==> config.mk <==
export PLATFORM = sky130hd
export DESIGN_NAME = url_percent_decoder
export DESIGN_NICKNAME = d
export VERILOG_FILES = /design/src/rtl/core/upd_pkg.sv /design/src/rtl/core/upd_front.sv /design/src/rtl/core/upd_fifo.sv /design/src/rtl/core/upd_back.sv /design/src/rtl/core/url_percent_decoder.sv
export SDC_FILE = /design/constraint.sdc
export NUM_CORES = 1
export LEC_CHECK = 0
export BUFFER_PORTS_ARGS = -buffer_cell sky130_fd_sc_hd__buf_2
export CORE_MARGIN = 2
export CORE_UTILIZATION = 50
export DETAILED_ROUTE_END_ITERATION = 7
export GPL_TIMING_DRIVEN = 1
export MAX_ROUTING_LAYER = met4
export PLACE_DENSITY = 0.65
export SETUP_SLACK_MARGIN = 0.02
export SYNTH_ARGS = -nofsm -noshare
export SYNTH_HDL_FRONTEND = slang
export SYNTH_SLANG_ARGS = --single-unit
==> constraint.sdc <==
create_clock -name i_clk -period 6.62 [get_ports i_clk]
set_input_delay 1.986 -clock i_clk [delete_from_list [all_inputs] [get_ports i_clk]]
set_output_delay 1.986 -clock i_clk [all_outputs]
set_load 0.05 [all_outputs]
==> src/rtl/core/upd_pkg.sv <==
package upd_pkg;

    localparam logic [7:0] CH_PCT   = 8'h25;
    localparam logic [7:0] CH_PLUS  = 8'h2B;
    localparam logic [7:0] CH_SPACE = 8'h20;

    localparam int FIFO_DEPTH = 4;
    localparam int FIFO_AW    = $clog2(FIFO_DEPTH);

    // one classified input transaction: 1 to 3 output bytes, in order b0, b1, b2
    typedef struct packed {
        logic [1:0] cnt;
        logic       last;
        logic [7:0] b0;
        logic [7:0] b1;
        logic [7:0] b2;
    } t_entry;

    function automatic logic is_hex(input logic [7:0] c);
        logic r;
        begin
            r = ((c >= 8'h30) && (c <= 8'h39)) ||
                ((c >= 8'h61) && (c <= 8'h66)) ||
                ((c >= 8'h41) && (c <= 8'h46));
            return r;
        end
    endfunction

    function automatic logic [3:0] hex_val(input logic [7:0] c);
        logic [7:0] d;
        begin
            if ((c >= 8'h30) && (c <= 8'h39)) begin
                d = c - 8'h30;
            end else if ((c >= 8'h61) && (c <= 8'h66)) begin
                d = c - 8'h57;
            end else begin
                d = c - 8'h37;
            end
            return d[3:0];
        end
    endfunction

endpackage

==> src/rtl/core/upd_front.sv <==
module upd_front
    import upd_pkg::*;
(
    input  logic       i_clk,
    input  logic       i_rst_n,
    input  logic       i_accept,
    input  logic [7:0] i_byte,
    input  logic       i_last,
    output logic       o_push,
    output t_entry     o_entry
);

    typedef enum logic [1:0] {
        PH_IDLE  = 2'd0,
        PH_PCT   = 2'd1,
        PH_DIGIT = 2'd2
    } t_phase;

    t_phase     r_phase, n_phase;
    logic [7:0] r_held, n_held;

    logic       hex;
    logic       plain_hold;
    logic [7:0] plain_byte;

    always_comb begin
        hex        = is_hex(i_byte);
        // a bare '%' that is not the final byte starts an escape
        plain_hold = (i_byte == CH_PCT) && !i_last;
        plain_byte = (i_byte == CH_PLUS) ? CH_SPACE : i_byte;

        n_phase      = r_phase;
        n_held       = r_held;
        o_entry.cnt  = 2'd0;
        o_entry.last = i_last;
        o_entry.b0   = plain_byte;
        o_entry.b1   = plain_byte;
        o_entry.b2   = plain_byte;

        case (r_phase)
            PH_PCT: begin
                if (hex && !i_last) begin
                    n_held  = i_byte;
                    n_phase = PH_DIGIT;
                end else begin
                    o_entry.b0  = CH_PCT;
                    o_entry.cnt = plain_hold ? 2'd1 : 2'd2;
                    n_phase     = plain_hold ? PH_PCT : PH_IDLE;
                end
            end
            PH_DIGIT: begin
                if (hex) begin
                    o_entry.b0  = {hex_val(r_held), hex_val(i_byte)};
                    o_entry.cnt = 2'd1;
                    n_phase     = PH_IDLE;
                end else begin
                    o_entry.b0  = CH_PCT;
                    o_entry.b1  = r_held;
                    o_entry.cnt = plain_hold ? 2'd2 : 2'd3;
                    n_phase     = plain_hold ? PH_PCT : PH_IDLE;
                end
            end
            default: begin
                o_entry.cnt = plain_hold ? 2'd0 : 2'd1;
                n_phase     = plain_hold ? PH_PCT : PH_IDLE;
            end
        endcase

        if (i_last) begin
            n_phase = PH_IDLE;
        end

        o_push = i_accept && (o_entry.cnt != 2'd0);
    end

    always_ff @(posedge i_clk) begin
        if (!i_rst_n) begin
            r_phase <= PH_IDLE;
            r_held  <= 8'h00;
        end else if (i_accept) begin
            r_phase <= n_phase;
            r_held  <= n_held;
        end
    end

endmodule

==> src/rtl/core/upd_fifo.sv <==
module upd_fifo
    import upd_pkg::*;
(
    input  logic   i_clk,
    input  logic   i_rst_n,
    input  logic   i_push,
    input  t_entry i_entry,
    input  logic   i_pop,
    output t_entry o_head,
    output logic   o_empty,
    output logic   o_full
);

    t_entry             r_mem [FIFO_DEPTH];
    logic [FIFO_AW-1:0] r_wr_ptr;
    logic [FIFO_AW-1:0] r_rd_ptr;
    logic [FIFO_AW:0]   r_count;

    assign o_head  = r_mem[r_rd_ptr];
    assign o_empty = (r_count == '0);
    assign o_full  = (r_count == (FIFO_AW+1)'(FIFO_DEPTH));

    always_ff @(posedge i_clk) begin
        if (i_push) begin
            r_mem[r_wr_ptr] <= i_entry;
        end
    end

    always_ff @(posedge i_clk) begin
        if (!i_rst_n) begin
            r_wr_ptr <= '0;
            r_rd_ptr <= '0;
            r_count  <= '0;
        end else begin
            if (i_push) begin
                r_wr_ptr <= r_wr_ptr + 1'b1;
            end
            if (i_pop) begin
                r_rd_ptr <= r_rd_ptr + 1'b1;
            end
            if (i_push && !i_pop) begin
                r_count <= r_count + 1'b1;
            end else if (!i_push && i_pop) begin
                r_count <= r_count - 1'b1;
            end
        end
    end

    a_no_overflow: assert property (@(posedge i_clk) disable iff (!i_rst_n)
        i_push |-> (!o_full || i_pop))
        else $error("push into full queue");

    a_no_underflow: assert property (@(posedge i_clk) disable iff (!i_rst_n)
        i_pop |-> !o_empty)
        else $error("pop from empty queue");

    a_count_range: assert property (@(posedge i_clk) disable iff (!i_rst_n)
        r_count <= (FIFO_AW+1)'(FIFO_DEPTH))
        else $error("queue count out of range");

endmodule

==> src/rtl/core/upd_back.sv <==
module upd_back
    import upd_pkg::*;
(
    input  logic       i_clk,
    input  logic       i_rst_n,
    input  t_entry     i_head,
    input  logic       i_empty,
    output logic       o_pop,
    output logic       o_valid,
    output logic [7:0] o_byte,
    output logic       o_last,
    input  logic       i_stall
);

    logic       r_valid;
    logic [7:0] r_byte;
    logic       r_last;
    logic [1:0] r_idx;

    logic       load;
    logic       at_end;
    logic [7:0] sel_byte;

    always_comb begin
        load   = !r_valid || !i_stall;
        at_end = (r_idx == (i_head.cnt - 2'd1));
        case (r_idx)
            2'd0:    sel_byte = i_head.b0;
            2'd1:    sel_byte = i_head.b1;
            default: sel_byte = i_head.b2;
        endcase
        o_pop = load && !i_empty && at_end;
    end

    assign o_valid = r_valid;
    assign o_byte  = r_byte;
    assign o_last  = r_last;

    always_ff @(posedge i_clk) begin
        if (!i_rst_n) begin
            r_valid <= 1'b0;
            r_idx   <= 2'd0;
        end else if (load) begin
            r_valid <= !i_empty;
            if (!i_empty) begin
                r_idx <= at_end ? 2'd0 : r_idx + 2'd1;
            end
        end
    end

    always_ff @(posedge i_clk) begin
        if (load && !i_empty) begin
            r_byte <= sel_byte;
            // only the final byte of a string-ending transaction carries the mark
            r_last <= i_head.last && at_end;
        end
    end

    a_idx_range: assert property (@(posedge i_clk) disable iff (!i_rst_n)
        r_idx != 2'd3)
        else $error("byte index out of range");

    a_idx_reset_on_pop: assert property (@(posedge i_clk) disable iff (!i_rst_n)
        o_pop |=> (r_idx == 2'd0))
        else $error("index not cleared after pop");

    a_hold_on_stall: assert property (@(posedge i_clk) disable iff (!i_rst_n)
        (r_valid && i_stall) |=> (r_valid && $stable(r_byte) && $stable(r_last)))
        else $error("output changed while stalled");

endmodule

==> src/rtl/core/url_percent_decoder.sv <==
// URL percent decoder for query-string bytes.
// Input channel: i_in_valid / o_in_stall carry one encoded character (i_in_byte)
// and a final-character mark (i_in_last). Output channel: o_out_valid /
// i_out_stall carry one decoded byte (o_out_byte) and o_out_last, set on the
// final decoded byte of a string.
// "%hh" (either case) becomes one byte, '+' becomes a space; a malformed or cut
// escape is passed through as '%' plus any held digit, then rescanned.
// The front stage decodes each accepted character combinationally and writes
// 1 to 3 bytes as one entry into a 4-entry queue, or nothing while an escape
// is pending; the back stage drains the queue byte by byte into the output
// register. A byte passes through the queue and then the output register (the
// result of an escape appears after its last hex digit). The input takes one
// character per cycle while o_in_stall is low, and the output one byte per
// cycle while i_out_stall is low, so a malformed escape producing 2 or 3 bytes
// leaves them one at a time; o_in_stall rises only once the queue is full.
// When the receiver stalls, the output holds its byte and the queue fills,
// then o_in_stall is raised. Reset clears the escape state, the queue and the
// output valid; no decoding pass or warm-up is needed.
module url_percent_decoder
    import upd_pkg::*;
(
    input  logic       i_clk,
    input  logic       i_rst_n,
    input  logic       i_in_valid,
    output logic       o_in_stall,
    input  logic [7:0] i_in_byte,
    input  logic       i_in_last,
    output logic       o_out_valid,
    input  logic       i_out_stall,
    output logic [7:0] o_out_byte,
    output logic       o_out_last
);

    logic   in_accept;
    logic   push;
    logic   pop;
    logic   empty;
    logic   full;
    t_entry entry;
    t_entry head;

    assign o_in_stall = full;
    assign in_accept  = i_in_valid && !full;

    upd_front u_front (
        .i_clk    (i_clk),
        .i_rst_n  (i_rst_n),
        .i_accept (in_accept),
        .i_byte   (i_in_byte),
        .i_last   (i_in_last),
        .o_push   (push),
        .o_entry  (entry)
    );

    upd_fifo u_fifo (
        .i_clk    (i_clk),
        .i_rst_n  (i_rst_n),
        .i_push   (push),
        .i_entry  (entry),
        .i_pop    (pop),
        .o_head   (head),
        .o_empty  (empty),
        .o_full   (full)
    );

    upd_back u_back (
        .i_clk    (i_clk),
        .i_rst_n  (i_rst_n),
        .i_head   (head),
        .i_empty  (empty),
        .o_pop    (pop),
        .o_valid  (o_out_valid),
        .o_byte   (o_out_byte),
        .o_last   (o_out_last),
        .i_stall  (i_out_stall)
    );

endmodule
* Yosys cells after proc, flatten, opt, wreduce, memory -nomap -nowiden
Memories as Yosys holds them, arrays and structs flattened. A register that Yosys moved wholly into a read port is not among the register bits.
Cells that the tools add are included.
** Word-level totals
- Memory bits (writable) :: 108
- Logic and storage cells :: 99
- Register bits :: 29
- Memories :: 1
- Output and inout port bits :: 11
- Input port bits :: 13
** Memory list
- u_fifo.r_mem :: depth 4, width 27, rd ports 1, clocked after Yosys merged registers in 1, write ports 1, line upd_fifo.sv:14 : t_entry r_mem [FIFO_DEPTH];
** Operators by class
- Equal/unequal tests :: 7
- Reductions and logical operators :: 30
- Add/subtract/negate cells :: 12
- Bitwise gates (word level) :: 1
- $lt $le $gt $ge :: 10
- Mux-type cells :: 29
** Operators with widths (number)
- two-way mux 8 bit :: 5
- case mux 8 bit (2 select lines) :: 2
- >= comparator 8 x 7 -> 1 bit (second input constant) :: 3
- less-or-equal comparator 8 x 7 -> 1 bit (second input constant) :: 3
- two-way mux 2 bit :: 9
- == test 8 x 6 -> 1 bit (second input constant) :: 2
- >= comparator 8 x 6 -> 1 bit (second input constant) :: 2
- less-or-equal comparator 8 x 6 -> 1 bit (second input constant) :: 2
- two-way mux 4 bit :: 4
- subtractor 4 x 3 -> 4 bit (second input constant) :: 4
- logical AND 1 bit :: 14
- case mux 2 bit (2 select lines) :: 2
- subtractor 4 x 1 -> 4 bit (second input constant) :: 2
- logical NOT 1 bit :: 7
- adder 2 x 1 -> 2 bit (second input constant) :: 3
- two-way mux 3 bit :: 2
- two-way mux 1 bit :: 5
- == test 2 x 1 -> 1 bit (second input constant) :: 2
- nonzero test 2 bit :: 2
- adder 3 x 1 -> 3 bit (second input constant) :: 1
- == test 3 bit (second input constant) :: 1
- logical NOT 3 bit :: 1
- logical OR 1 bit :: 3
- AND reduction 3 bit :: 1
- other kinds (7) :: 7

* Logic depth before layout (Yosys ltp)
Gate-level depths: netlist of the first run.
- Depth after elaboration :: 13
- Depth in mapped cells :: 13
- Gate-level depth less buffers :: 12

* Cells and area by module
A second synthesis of the first run with hierarchy kept.
** Unflattened totals
- Cells, all modules :: 401
- Area total of the unflattened synthesis :: 6261.0 sq um
** Modules (own cells, without submodules)
- upd_fifo :: times used 1, area an instance 4389.2 sq um, cells an instance 184, seq. area each 3423.3 sq um
- upd_front :: times used 1, area an instance 1256.2 sq um, cells an instance 158, seq. area each 200.2 sq um
- upd_back :: times used 1, area an instance 601.8 sq um, cells an instance 58, seq. area each 330.3 sq um
- url_percent_decoder :: times used 1, area an instance 13.8 sq um, cells an instance 1, seq. area each 0.0 sq um

* Worst setup path after synthesis of the first run
Ideal clock, no wire load.
- Path type :: input port to flip-flop
- Start point :: input port i_in_byte[0]
- End point :: register u_fifo.r_count[2]
- Setup slack :: 2.040 ns
- Library setup time :: 0.071 ns
- Stages :: 12
- Arrival :: 4.510 ns
- Required time :: 6.549 ns
- Buffers on the path :: 0
- Cells stage by stage :: inv_1 ha_1 or3b_2 nand3_1 o31ai_1 o22ai_1 ha_1 inv_1 fa_1 xor2_1 or3_1 a21oi_1
** On the way
- Cells in the longest elaborated chain, start to end :: 12
- Elaborated cells between the ends (all ways) :: 27
- Those cells by class :: order compare (6); eq/ne (1); mux (7); reduce/logical (13)
** Ends and longest elaborated chain
- start: declaration :: line url_percent_decoder.sv:26 : input logic [7:0] i_in_byte,
- >= comparator 8 x 6 -> 1 bit (tied with other cells) :: line upd_pkg.sv:22 : r = ((c >= 8'h30) && (c <= 8'h39)) ||
- logical AND 1 bit, on equally long branches :: line upd_pkg.sv:22, upd_pkg.sv:23
- logical OR 1 bit :: line upd_pkg.sv:22
- logical OR 1 bit :: line upd_pkg.sv:23 : ((c >= 8'h61) && (c <= 8'h66)) ||
- logical AND 1 bit :: line upd_front.sv:42 : if (hex && !i_last) begin
- two-way mux 2 bit :: line upd_front.sv:42
- case mux 2 bit (2 select lines) (*) :: line upd_front.sv:40 : case (r_phase)
- nonzero test 2 bit (*) :: line upd_front.sv:73 : o_push = i_accept && (o_entry.cnt != 2'd0);
- logical AND 1 bit (*) :: line upd_front.sv:73
- named net push :: line url_percent_decoder.sv:35 : logic push;
- logical NOT 1 bit :: line upd_fifo.sv:43 : end else if (!i_push && i_pop) begin
- logical AND 1 bit :: line upd_fifo.sv:43
- nonzero test 2 bit (no line)
- end signal: assignment :: line upd_fifo.sv:42 : r_count <= r_count + 1'b1;
- end signal: assignment :: line upd_fifo.sv:44 : r_count <= r_count - 1'b1;
- end: declaration :: line upd_fifo.sv:17 : logic [FIFO_AW:0] r_count;
The timed path passes the listed nets; every way through them passes the cells marked *.
A chain may end at the register's enable or synchronous reset.

* Final worst setup path of the first run
Ends and elaborated chain as after synthesis.

==> results of run 1 <==
-- cell families (layout without fill, tap and decap cells) --
family / Yosys count / count (layout) / share of synthesized area (%)
flip-flops: 139 / 139 / 63.7
XOR/XNOR: 7 / 7 / 1.11
AO/OA/AOI/OAI: 60 / 60 / 7.29
buffers and inverters: 47 / 83 / 3.08
multiplexers: 48 / 48 / 13.5
AND/OR/NAND/NOR: 88 / 88 / 7.66
adder cells (fa/ha/maj): 18 / 18 / 3.75
-- critical path, cell delays in order --
cell and delay (ns):
buf_2 0.15, inv_1 0.11, ha_1 0.22, o21ba_2 0.20, o21ai_2 0.33, o31ai_1 0.24, o22ai_1 0.43, ha_1 0.27
inv_1 0.06, fa_1 0.38, xor2_1 0.18, or3_1 0.30, a21oi_1 0.15
-- synthesized netlist by cell type (all sizes together), types with 8 or more instances --
cell / count / area [um^2]
edfxtp: 117 / 3510
mux2i: 13 / 130
inv: 23 / 86.3
a21oi: 13 / 65.1
clkbuf: 17 / 65.1
nand2: 29 / 109
a221o: 8 / 80.1
mux4: 27 / 616
nor2b: 13 / 81.3
nor2: 12 / 47.6
mux2: 8 / 90.1
ha: 17 / 213
dfxtp: 22 / 440
-- where the power goes --
group | switching [W] | total, W | internal, W
Clock | 0.000352 | 0.000982 | 0.000630
Combinational | 0.000376 | 0.000608 | 0.000232
Sequential | 0.0000564 | 0.00114 | 0.00109
Total | 0.000784 | 0.00273 | 0.00195
-- cells in the final DEF (no fill, tap or decap), types with 17 or more instances in the layout --
master / instances
inv_1: 23
ha_1: 17
dfxtp_1: 21
buf_2: 23
nand2_1: 29
clkbuf_16: 17
edfxtp_1: 117
mux4_2: 25
-- metrics by stage --
stage / instances / instance area, um^2 / hold WS (ns)
after floorplan: 407 / 6210 / 0.433
after global placement: 579 / 6470 / 0.450
after detailed placement: 579 / 6470 / 0.462
after CTS: 611 / 7090 / 0.468
after global routing: 611 / 7090 / 0.499
final: 611 / 7090 / 0.464
-- layout make-up --
| class | instances | share of cell area [%] |
|---|---|---|
| clock buffers | 17 | 6.00 |
| clock inverters | 15 | 2.77 |
| inverters | 23 | 1.22 |
| multi-input cells | 221 | 29.1 |
| flip-flops and latches | 139 | 55.8 |
| well taps | 168 | 2.96 |
| repair buffers | 28 | 2.15 |
-- routing by layer --
layer	part of all wire [%]	GRT usage, %	vias to the layer above
met3	5.9	4.18	13
met5	0	-	-
met4	1.4	7.79	0
met2	47	29.9	87
met1	46	28.9	1706
li1	-	-	1610
-- worst max path at each step --
stage                             from           endpoint
after CTS                 i_in_byte[0]  u_fifo.r_count[2]
final                     i_in_byte[0]  u_fifo.r_count[2]
after floorplan           i_in_byte[0]  u_fifo.r_count[2]
after global placement    i_in_byte[0]  u_fifo.r_count[2]
after global routing      i_in_byte[0]  u_fifo.r_count[2]
after detailed placement  i_in_byte[0]  u_fifo.r_count[2]
-- flip-flops by register name, summed over array words and instances (netlist names), named ones only --
name and flops:
u_fifo.r_mem 108, u_back.o_byte 8, u_front.r_held 8, u_fifo.r_count 3, u_back.r_idx 2, u_fifo.r_rd_ptr 2, u_fifo.r_wr_ptr 2, u_front.r_phase 2
u_back.o_last 1, u_back.o_valid 1
==> metrics, run 1 <==
CP startpoint kind=input port; DRC viols=0; Max Clock Skew=0.00708 ns; achievable frequency=214 MHz; Die Ht=115 um; drt pass-1 iters=4; post-cts sizing count=0; drt wl/cell=19.8 um; CTS root buf=clkbuf_16; min Tclk post-route=around 4.7 ns; die width=~120 um; Worst Min Path Start=u_front.r_held[7]; MaxCap Viol Count=0; final core utilization=approximately three fifths; layout cell share with drive strength beyond 1=23.3%; largest net degree at the start of global routing=28; first-pass GRT wire length=around 19000 um; Area Overhead vs Synth=14.2%; WL final=12100 um; crit end category=register; CP arrival=5.00 ns; initial antenna violation count=0; Top FF cell, synth=edfxtp_1; Overall Power=0.00273 W; Clock transition at path regs=approximately 0.06 ns; Hold Path Class=register to register; Max FO, Critical Path=10; vias in the first global route=3491; gr ovfl total=0; worst setup margin=1.95 ns; multi-input combinational cell area=between 2000 and 2500 um^2; Worst Path Required=6.95 ns; Fill cells=926; Initial Utilization=51.5%; setup slack, reg-to-reg=roughly 2.9 ns; n_diodes=0; hold buffer count at cts=0; unrepaired setup endpoints after global routing=false; final layout net count=461; Seq/Total Area, Yosys=63.7%; # port buffers=23; Yosys reg bits=139; dpl ws=roughly 1.5 ns; core area=12100 um^2; gpl congestion=0.870; Die Area=13300 um^2; Syn Nets=about 440; register area=~4000 um^2; Reg2Reg Depth=11; Leak=2.43 nW; hold endpoint=u_front.r_held[7]; Ports=24; CTS Buf Count=17; worst-margin pin slew=0.962 ns; fin crit share=a little over two thirds; number of flops mapped to enable cells by yosys=117; clk sinks=139; Post-Syn Area per Cell=15.3 um^2; final hold viol count=0; Max-slew headroom=35.9%; FF-to-FF End=u_fifo.r_count[2]; synth unique cells=around 60; Final Max Tran Viols=0; Setup CP Type=input port to register; CTS tree=done; pwr dens=a little under 400 nW/um^2; clk buf depth=2; CTS H-Tree Depth=4; Max IR drop VDD=between 0.15 and 0.2 mV; vias per inst=5.59; Vias=~3400; Post-Syn Area=6210 um^2; Syn. warnings=0; post-route ant nets=0; sum of negative setup slack=0 ns; drt initial violations=between 150 and 200; Final setup viols=0; Post-CTS Setup Repair Bufs=0; FP Rows=40; outcome=finished clean; Async S/R FF share, synth=0%; Hold Path Depth=2; GR Util All Layers=slightly above 20%; clock latency on the worst-skew pair=0.41 ns; HPWL after DPL=between 7000 and 8000 um; Post-Syn Instances=around 400
(Power assumes the default switching activity.)
==> inputs of run 2 (changes only) <==
- ABC_AREA: unset -> 1
- PLACE_DENSITY: 0.65 -> 0.67
- clock period: 6.62 -> 4.2 ns (I/O delays scaled with it)
==> run 2 against run 1 <==
Compared with the run above:
- clock power rose by 61%
- register-to-register slack got worse by 1.5 ns
- sequential share of layout area fell by 0.29 points
- die area rose by 0.11%
- power rose by 65%
- sequential power rose by 58%
- combinational power rose by 86%
- flip-flop and latch count did not move
- worst setup slack got worse by 1.3 ns
- first-iteration DRC count rose by 110%
- worst hold slack got worse by 0.011 ns
- clock skew rose by 0.00054 ns
- largest cell class unchanged
==> metrics, run 2 <==
outcome=finished clean; met1 Use GR=30.0% (+1.1 points); pwr dens=632 nW/um^2 (+64%); Area Overhead vs Synth=14.6%; vias per inst=5.48 (-2.0%); Post-Syn Area=6220 um^2 (+0.12%); CTS tree=done; clk buf depth=2 (unchanged); initial antenna violation count=0 (unchanged); Seq/Total Area, Yosys=63.6% (-0.077 points); worst-margin pin slew=0.821 ns (-0.140 ns); Max FO, Critical Path=17 (+7); Post-Syn Instances=584 (+43%); Syn. warnings=0 (unchanged); Die Area=13300 um^2 (+0.11%); final core utilization=59.1% (+0.29 points); MaxCap Viol Count=0 (unchanged); Final Max Tran Viols=0 (unchanged); FP Rows=40 (unchanged); largest net degree at the start of global routing=41 (+46%); Hold Path Class=register to register; first-pass GRT wire length=21400 um (+11%); Leak=2.70 nW (+11%); # port buffers=23 (unchanged); Async S/R FF share, synth=0% (unchanged); CTS root buf=clkbuf_16; achievable frequency=283 MHz; top cell type's share of synthesized area=56.5% (-0.068 points); vias in the first global route=4102 (+18%); leading post-synthesis cells by cell area=edfxtp_1 56%, dfxtp_1 7.1%, o21ai_0 6.8%; die width=116 um (about the same); Max IR drop VDD=0.291 mV (+61%); cell with the most instances after synthesis=edfxtp_1; gpl congestion=0.961 (+10%); Slowest-stage cell, CP=fa_1; Vias=4325 (+27%); register area=3950 um^2 (about the same); hold buffer count at cts=0 (unchanged); CTS H-Tree Depth=4 (unchanged); FF-to-FF End=u_fifo.r_count[1]; Post-Syn Area per Cell=10.6 um^2 (-30%); commonest non-fill, non-tap cells in the layout=117 x edfxtp_1, 84 x o21ai_0, 80 x nor2_1; drt pass-1 iters=5 (+1); Max-slew headroom=45.1% (+9.2 points); M3 GR Usage=4.60% (+0.42 points); Reg2Reg Depth=13 (+2); Largest Register=u_fifo.r_mem; layout cell share with drive strength beyond 1=13.4% (-9.9 points); Initial Utilization=51.6% (+0.062 points); final layout net count=639 (+39%); hold endpoint=u_front.r_held[7]; DRC viols=0 (unchanged); sum of negative setup slack=0 ns (unchanged); core area=12100 um^2 (unchanged); fin crit share=84.3%; Setup CP Type=input port to register; GR Util All Layers=22.5% (+1.9 points); HPWL after DPL=8310 um (+6.9%); Largest register FFs=108 (unchanged); Worst Min Path Start=u_front.r_held[7]; Post-synth top cells=117 x edfxtp_1, 84 x o21ai_0, 80 x nor2_1; GR peak layer=met2; final hold viol count=0 (unchanged); CTS Buf Count=17 (unchanged); Syn Nets=615 (+40%); clk sinks=139 (unchanged); clock latency on the worst-skew pair=0.41 ns (about the same); Die Ht=116 um (about the same); crit end category=register; Final setup viols=0 (unchanged); Yosys top cell by area=edfxtp_1; post-route ant nets=0 (unchanged); unrepaired setup endpoints after global routing=false; drt wl/cell=17.0 um (-14%); Worst Path Required=4.55 ns (-2.40 ns); CP startpoint kind=input port; CP arrival=3.89 ns (-1.11 ns); multi-input combinational cell area=1940 um^2 (-6.3%); setup slack, reg-to-reg=1.37 ns (-1.54 ns); Max Clock Skew=0.00762 ns (+0.000539 ns); cell chain of the critical path=buf_2, inv_1, ha_1, inv_1, nor2_1, nand2_1, nor2_1, nor2_1, nand2_1, nand3_4, nand2_2, nand3_4, nand2_4, nand2_4, inv_1, ha_1, inv_1, fa_1, nor2_1, nor2_1, nand2_1, o21ai_0, a21oi_1; met2 GRT Util=33.4% (+3.5 points); post-cts sizing count=0 (unchanged); Hold Path Depth=2 (unchanged); Clock transition at path regs=0.06 ns (about the same); gr ovfl total=0 (unchanged); commonest non-fill, non-tap cell in the layout=edfxtp_1; WL final=13400 um (+11%); Fill cells=1006 (+8.6%); Post-CTS Setup Repair Bufs=0 (unchanged); number of flops mapped to enable cells by yosys=117 (unchanged); Top FF cell, synth=edfxtp_1; synth unique cells=34 (-42%); CP dominant cell by count=nor2_1; drt initial violations=416 (+110%); Yosys reg bits=139 (unchanged); n_diodes=0 (unchanged); Crit path largest cell delay=0.38 ns (-0.05 ns); min Tclk post-route=3.54 ns; Ports=24 (unchanged)
[run 2: cell count changes after synthesis, moves of 11 or more]
cell | previous run | this run
nand3_1 | 4 | 17
a21oi_1 | 13 | 24
nor2b_1 | 13 | 0
mux4_2 | 25 | 0
o21ai_0 | 5 | 84
nand2_1 | 29 | 73
mux2i_1 | 13 | 0
inv_1 | 23 | 52
o22ai_1 | 5 | 28
nor2_1 | 11 | 80
[run 2: per-layer routing]
metal,part of all wire (%),routed length [um]
met4,1.7,232
met1,45,5980
met5,0,0
met2,48,6370
met3,6.1,820
[run 2: layout make-up]
type | instances | area share [%]
clock buffer | 18 | 6.02
clock inverter | 14 | 2.83
inverter | 57 | 3.00
multi-input combinational | 361 | 27.2
sequential | 139 | 55.5
tap | 168 | 2.95
timing repair buffer | 32 | 2.56
[run 2: kinds of logic (layout without fill, tap and decap cells)]
kind of cell               count (synthesis)  after routing  synth area share [%]
and+or+nand+nor                          191            191                  13.9
AOI/OAI and AO/OA                        145            145                  12.5
DFF                                      139            139                  63.6
buffers and inverters                     84            121                  5.29
adders and majority gates                 18             18                  3.74
xor gates and xnor gates                   7              7                 0.986
[run 2: how the worst max path moves through the flow]
stage | cells after the start | start | endpoint | slack, ns
final | 23 | i_in_byte[0] | u_fifo.r_count[2] | 0.66
after floorplan | 14 | i_in_byte[0] | u_fifo.r_mem[0][0] | 0.68
after CTS | 23 | i_in_byte[0] | u_fifo.r_count[2] | 0.69
after global routing | 23 | i_in_byte[0] | u_fifo.r_count[2] | 0.30
after global placement | 23 | i_in_byte[0] | u_fifo.r_count[2] | 0.39
after detailed placement | 23 | i_in_byte[0] | u_fifo.r_count[2] | 0.26
[run 2: report_power, final]
part           leakage, nW  internal, W  total [W]  switching, W
clock                0.294      0.00104    0.00158      0.000534
combinational         1.15     0.000303    0.00113      0.000822
sequential            1.25      0.00174    0.00180     0.0000651
total                 2.70      0.00308    0.00450       0.00142
[run 2: metrics by stage]
step	cell area (um^2)	hold slack, ns	worst slack (ns)	std cells	total power (W)
after global routing	7130	0.476	0.300	789	0.00473
after detailed placement	6500	0.441	0.261	757	0.00296
after global placement	6500	0.434	0.390	757	0.00292
after floorplan	6220	0.417	0.683	584	0.00264
final	7130	0.454	0.661	789	0.00450
after CTS	7130	0.460	0.693	789	0.00453
[run 2: critical path, delay by kind of cell]
kind | cells | cell delay [ns]
AO/OA/AOI/OAI | 2 | 0.19
adder cells (fa/ha/maj) | 3 | 0.70
buffers and inverters | 5 | 0.45
AND/OR/NAND/NOR | 13 | 1.27
==> inputs of run 3 (changes only) <==
- PLACE_DENSITY: 0.67 -> 0.65
- clock period: 4.2 -> 3.31 ns (I/O delays scaled with it)
==> run 3 against run 2 <==
Compared with the run above:
- design area up 0.98%
- routed wire length up 1.9%
- worst setup slack worse by 0.29 ns
- critical path type unchanged
- sequential power rose by 26%
- critical path depth is the same
- largest power group unchanged
- core utilization grew 0.58 points
- via count up 1.5%
- combinational power rose by 32%
- register-to-register slack worse by 0.67 ns
- flip-flop and latch count unchanged
- highest routed layer unchanged
- clock-buffer cell count grew 11
- die area is the same
==> metrics, run 3 (same netlist as run 2, synthesis figures left out) <==
outcome=finished clean; Switching Fraction=32.8% (+1.2 points); Largest register FFs=108 (unchanged); GR Util All Layers=22.5% (+0.042 points); register area=3950 um^2 (unchanged); multi-input combinational cell area=1940 um^2 (unchanged); drt pass-1 iters=5 (unchanged); Max-slew headroom=51.7% (+6.7 points); Seq pwr share=41.7% (+1.7 points); Largest Register=u_fifo.r_mem; Max Clock Skew=0.00632 ns (-0.00130 ns); Clock transition at path regs=0.05 ns (about the same); core area=12100 um^2 (unchanged); hold endpoint=u_front.r_held[7]; clock latency on the worst-skew pair=0.42 ns (about the same); n_diodes=0 (unchanged); min Tclk post-route=just under 3 ns; Clock power frac=30.9% (-4.1 points); Reg2Reg Depth=13 (unchanged); CTS tree=done; drt initial violations=448 (+7.7%); final hold viol count=0 (unchanged); metal2 WL=6360 um (about the same); Max IR drop VDD=0.396 mV (+36%); Crit Reg-Reg Startpoint=u_front.r_phase[0]; post-route ant nets=0 (unchanged); Worst Path Required=3.66 ns (-0.89 ns); setup slack, reg-to-reg=0.70 ns (-0.67 ns); Area Overhead vs Synth=15.7%; CTS root buf=clkbuf_16; WL final=13600 um (+1.9%); Final setup viols=0 (unchanged); Hold Path Class=register to register; met3 wire length=802 um (-2.2%); CP startpoint kind=input port; Sw Pwr=0.00179 W (+26%); Max Used Layer=met4; Post-CTS Setup Repair Bufs=0 (unchanged); Initial Utilization=51.6% (unchanged); FF-to-FF End=u_fifo.r_count[1]; HPWL after DPL=8770 um (+5.6%); gr ovfl total=0 (unchanged); CTS Buf Count=17 (unchanged); CP arrival=3.29 ns (-0.60 ns); commonest non-fill, non-tap cell in the layout=edfxtp_1; vias per inst=5.45 (-0.62%); initial antenna violation count=0 (unchanged); largest net degree at the start of global routing=43 (+4.9%); CTS H-Tree Depth=4 (unchanged); achievable frequency=340 MHz; commonest non-fill, non-tap cells in the layout=117 x edfxtp_1, 84 x o21ai_0, 80 x nor2_1; Worst Min Path Start=u_front.r_held[7]; M1 WL=6170 um (+3.2%); pwr dens=757 nW/um^2 (+20%); vias in the first global route=4127 (+0.61%); Fill cells=1028 (+2.2%); Max FO, Critical Path=3 (-14); Vias=4391 (+1.5%); fin crit share=88.8%; post-cts sizing count=0 (unchanged); Hold Path Depth=2 (unchanged); Die Area=13300 um^2 (unchanged); unrepaired setup endpoints after global routing=false; crit end category=register; # port buffers=23 (unchanged); worst hold slack=0.446 ns (-0.00750 ns); hold buffer count at cts=0 (unchanged); non-filler cells, final=806 (+2.2%); clk buf depth=2 (unchanged); MaxCap Viol Count=0 (unchanged); die width=116 um (unchanged); Setup CP Type=input port to register; Logic pwr share=27.4% (+2.4 points); final core utilization=59.7% (+0.58 points); FP Rows=40 (unchanged); first-pass GRT wire length=21500 um (+0.68%); internal power=0.00366 W (+19%); worst-margin pin slew=0.722 ns (-0.0995 ns); layout cell share with drive strength beyond 1=14.7% (+1.4 points); DRC viols=0 (unchanged); cell total after placement=774 (+2.2%); final layout net count=656 (+2.7%); drt wl/cell=16.9 um (-0.27%); Die Ht=116 um (unchanged); clk sinks=139 (unchanged); Ports=24 (unchanged); Leak=2.75 nW (+2.0%); Final Max Tran Viols=0 (unchanged); gpl congestion=0.971 (+1.1%)
## run 3: changes by cell type in the layout (fill, tap and decap cells not counted), sizes merged
| cell | delta |
|---|---|
| clkinvlp | -4 |
| clkbuf | +11 |
| bufinv | -5 |
| clkinv | -2 |
| buf | +17 |
## run 3: worst max-delay path by stage
stage,from,end
global placement,i_in_byte[0],u_fifo.r_count[2]
floorplan,i_in_byte[0],u_fifo.r_mem[0][0]
CTS,i_in_byte[0],u_fifo.r_count[2]
detailed placement,i_in_byte[0],u_fifo.r_count[2]
global route,i_in_byte[0],u_fifo.r_count[2]
finish,i_in_byte[1],u_fifo.r_count[2]
## run 3: final cells by class
type / count / share of cell area, %
Sequential cell: 139 / 54.9
Multi-Input combinational cell: 361 / 26.9
Clock buffer: 29 / 7.09
Timing Repair Buffer: 49 / 5.01
Inverter: 57 / 2.97
Tap cell: 168 / 2.92
Clock inverter: 3 / 0.174
## run 3: power groups by stage
| stage | Combinational (W) | Clock, W | Sequential (W) |
|---|---|---|---|
| final | 0.00149 | 0.00168 | 0.00227 |
| after detailed placement | 0.00150 | 0 | 0.00231 |
| after global routing | 0.00166 | 0.00177 | 0.00229 |
| after CTS | 0.00151 | 0.00171 | 0.00228 |
| after global placement | 0.00147 | 0 | 0.00230 |
| after floorplan | 0.000823 | 0 | 0.00252 |
## run 3: through the flow
stage	setup TNS, ns	worst slack (ns)	instance area [um^2]	power (W)
after floorplan	0	0.0597	6220	0.00335
after global placement	0	0.0405	6670	0.00377
after detailed placement	-0.0510	-0.0510	6670	0.00381
after CTS	0	0.386	7200	0.00549
after global routing	0	0.0828	7200	0.00572
final	0	0.369	7200	0.00545
## run 3: critical path, stage by stage
cell and delay [ns]:
buf_2 0.10, inv_1 0.09, ha_1 0.18, inv_1 0.04, nor2_1 0.09, nand2_1 0.08, nor2_1 0.09, nor2_1 0.04
nand2_1 0.15, nand3_4 0.10, nand2_2 0.08, nand3_4 0.07, nand2_4 0.08, nand2_4 0.04, inv_1 0.06, ha_1 0.14
inv_1 0.06, fa_1 0.38, nor2_1 0.12, nor2_1 0.05, nand2_1 0.07, o21ai_0 0.07, a21oi_1 0.13
## run 3: metal layers
| metal | vias to the layer above | global-route usage [%] |
|---|---|---|
| met5 | - | - |
| met4 | 0 | 9.16 |
| met3 | 24 | 5.86 |
| met2 | 145 | 33.0 |
| met1 | 2119 | 30.0 |
| li1 | 2103 | - |
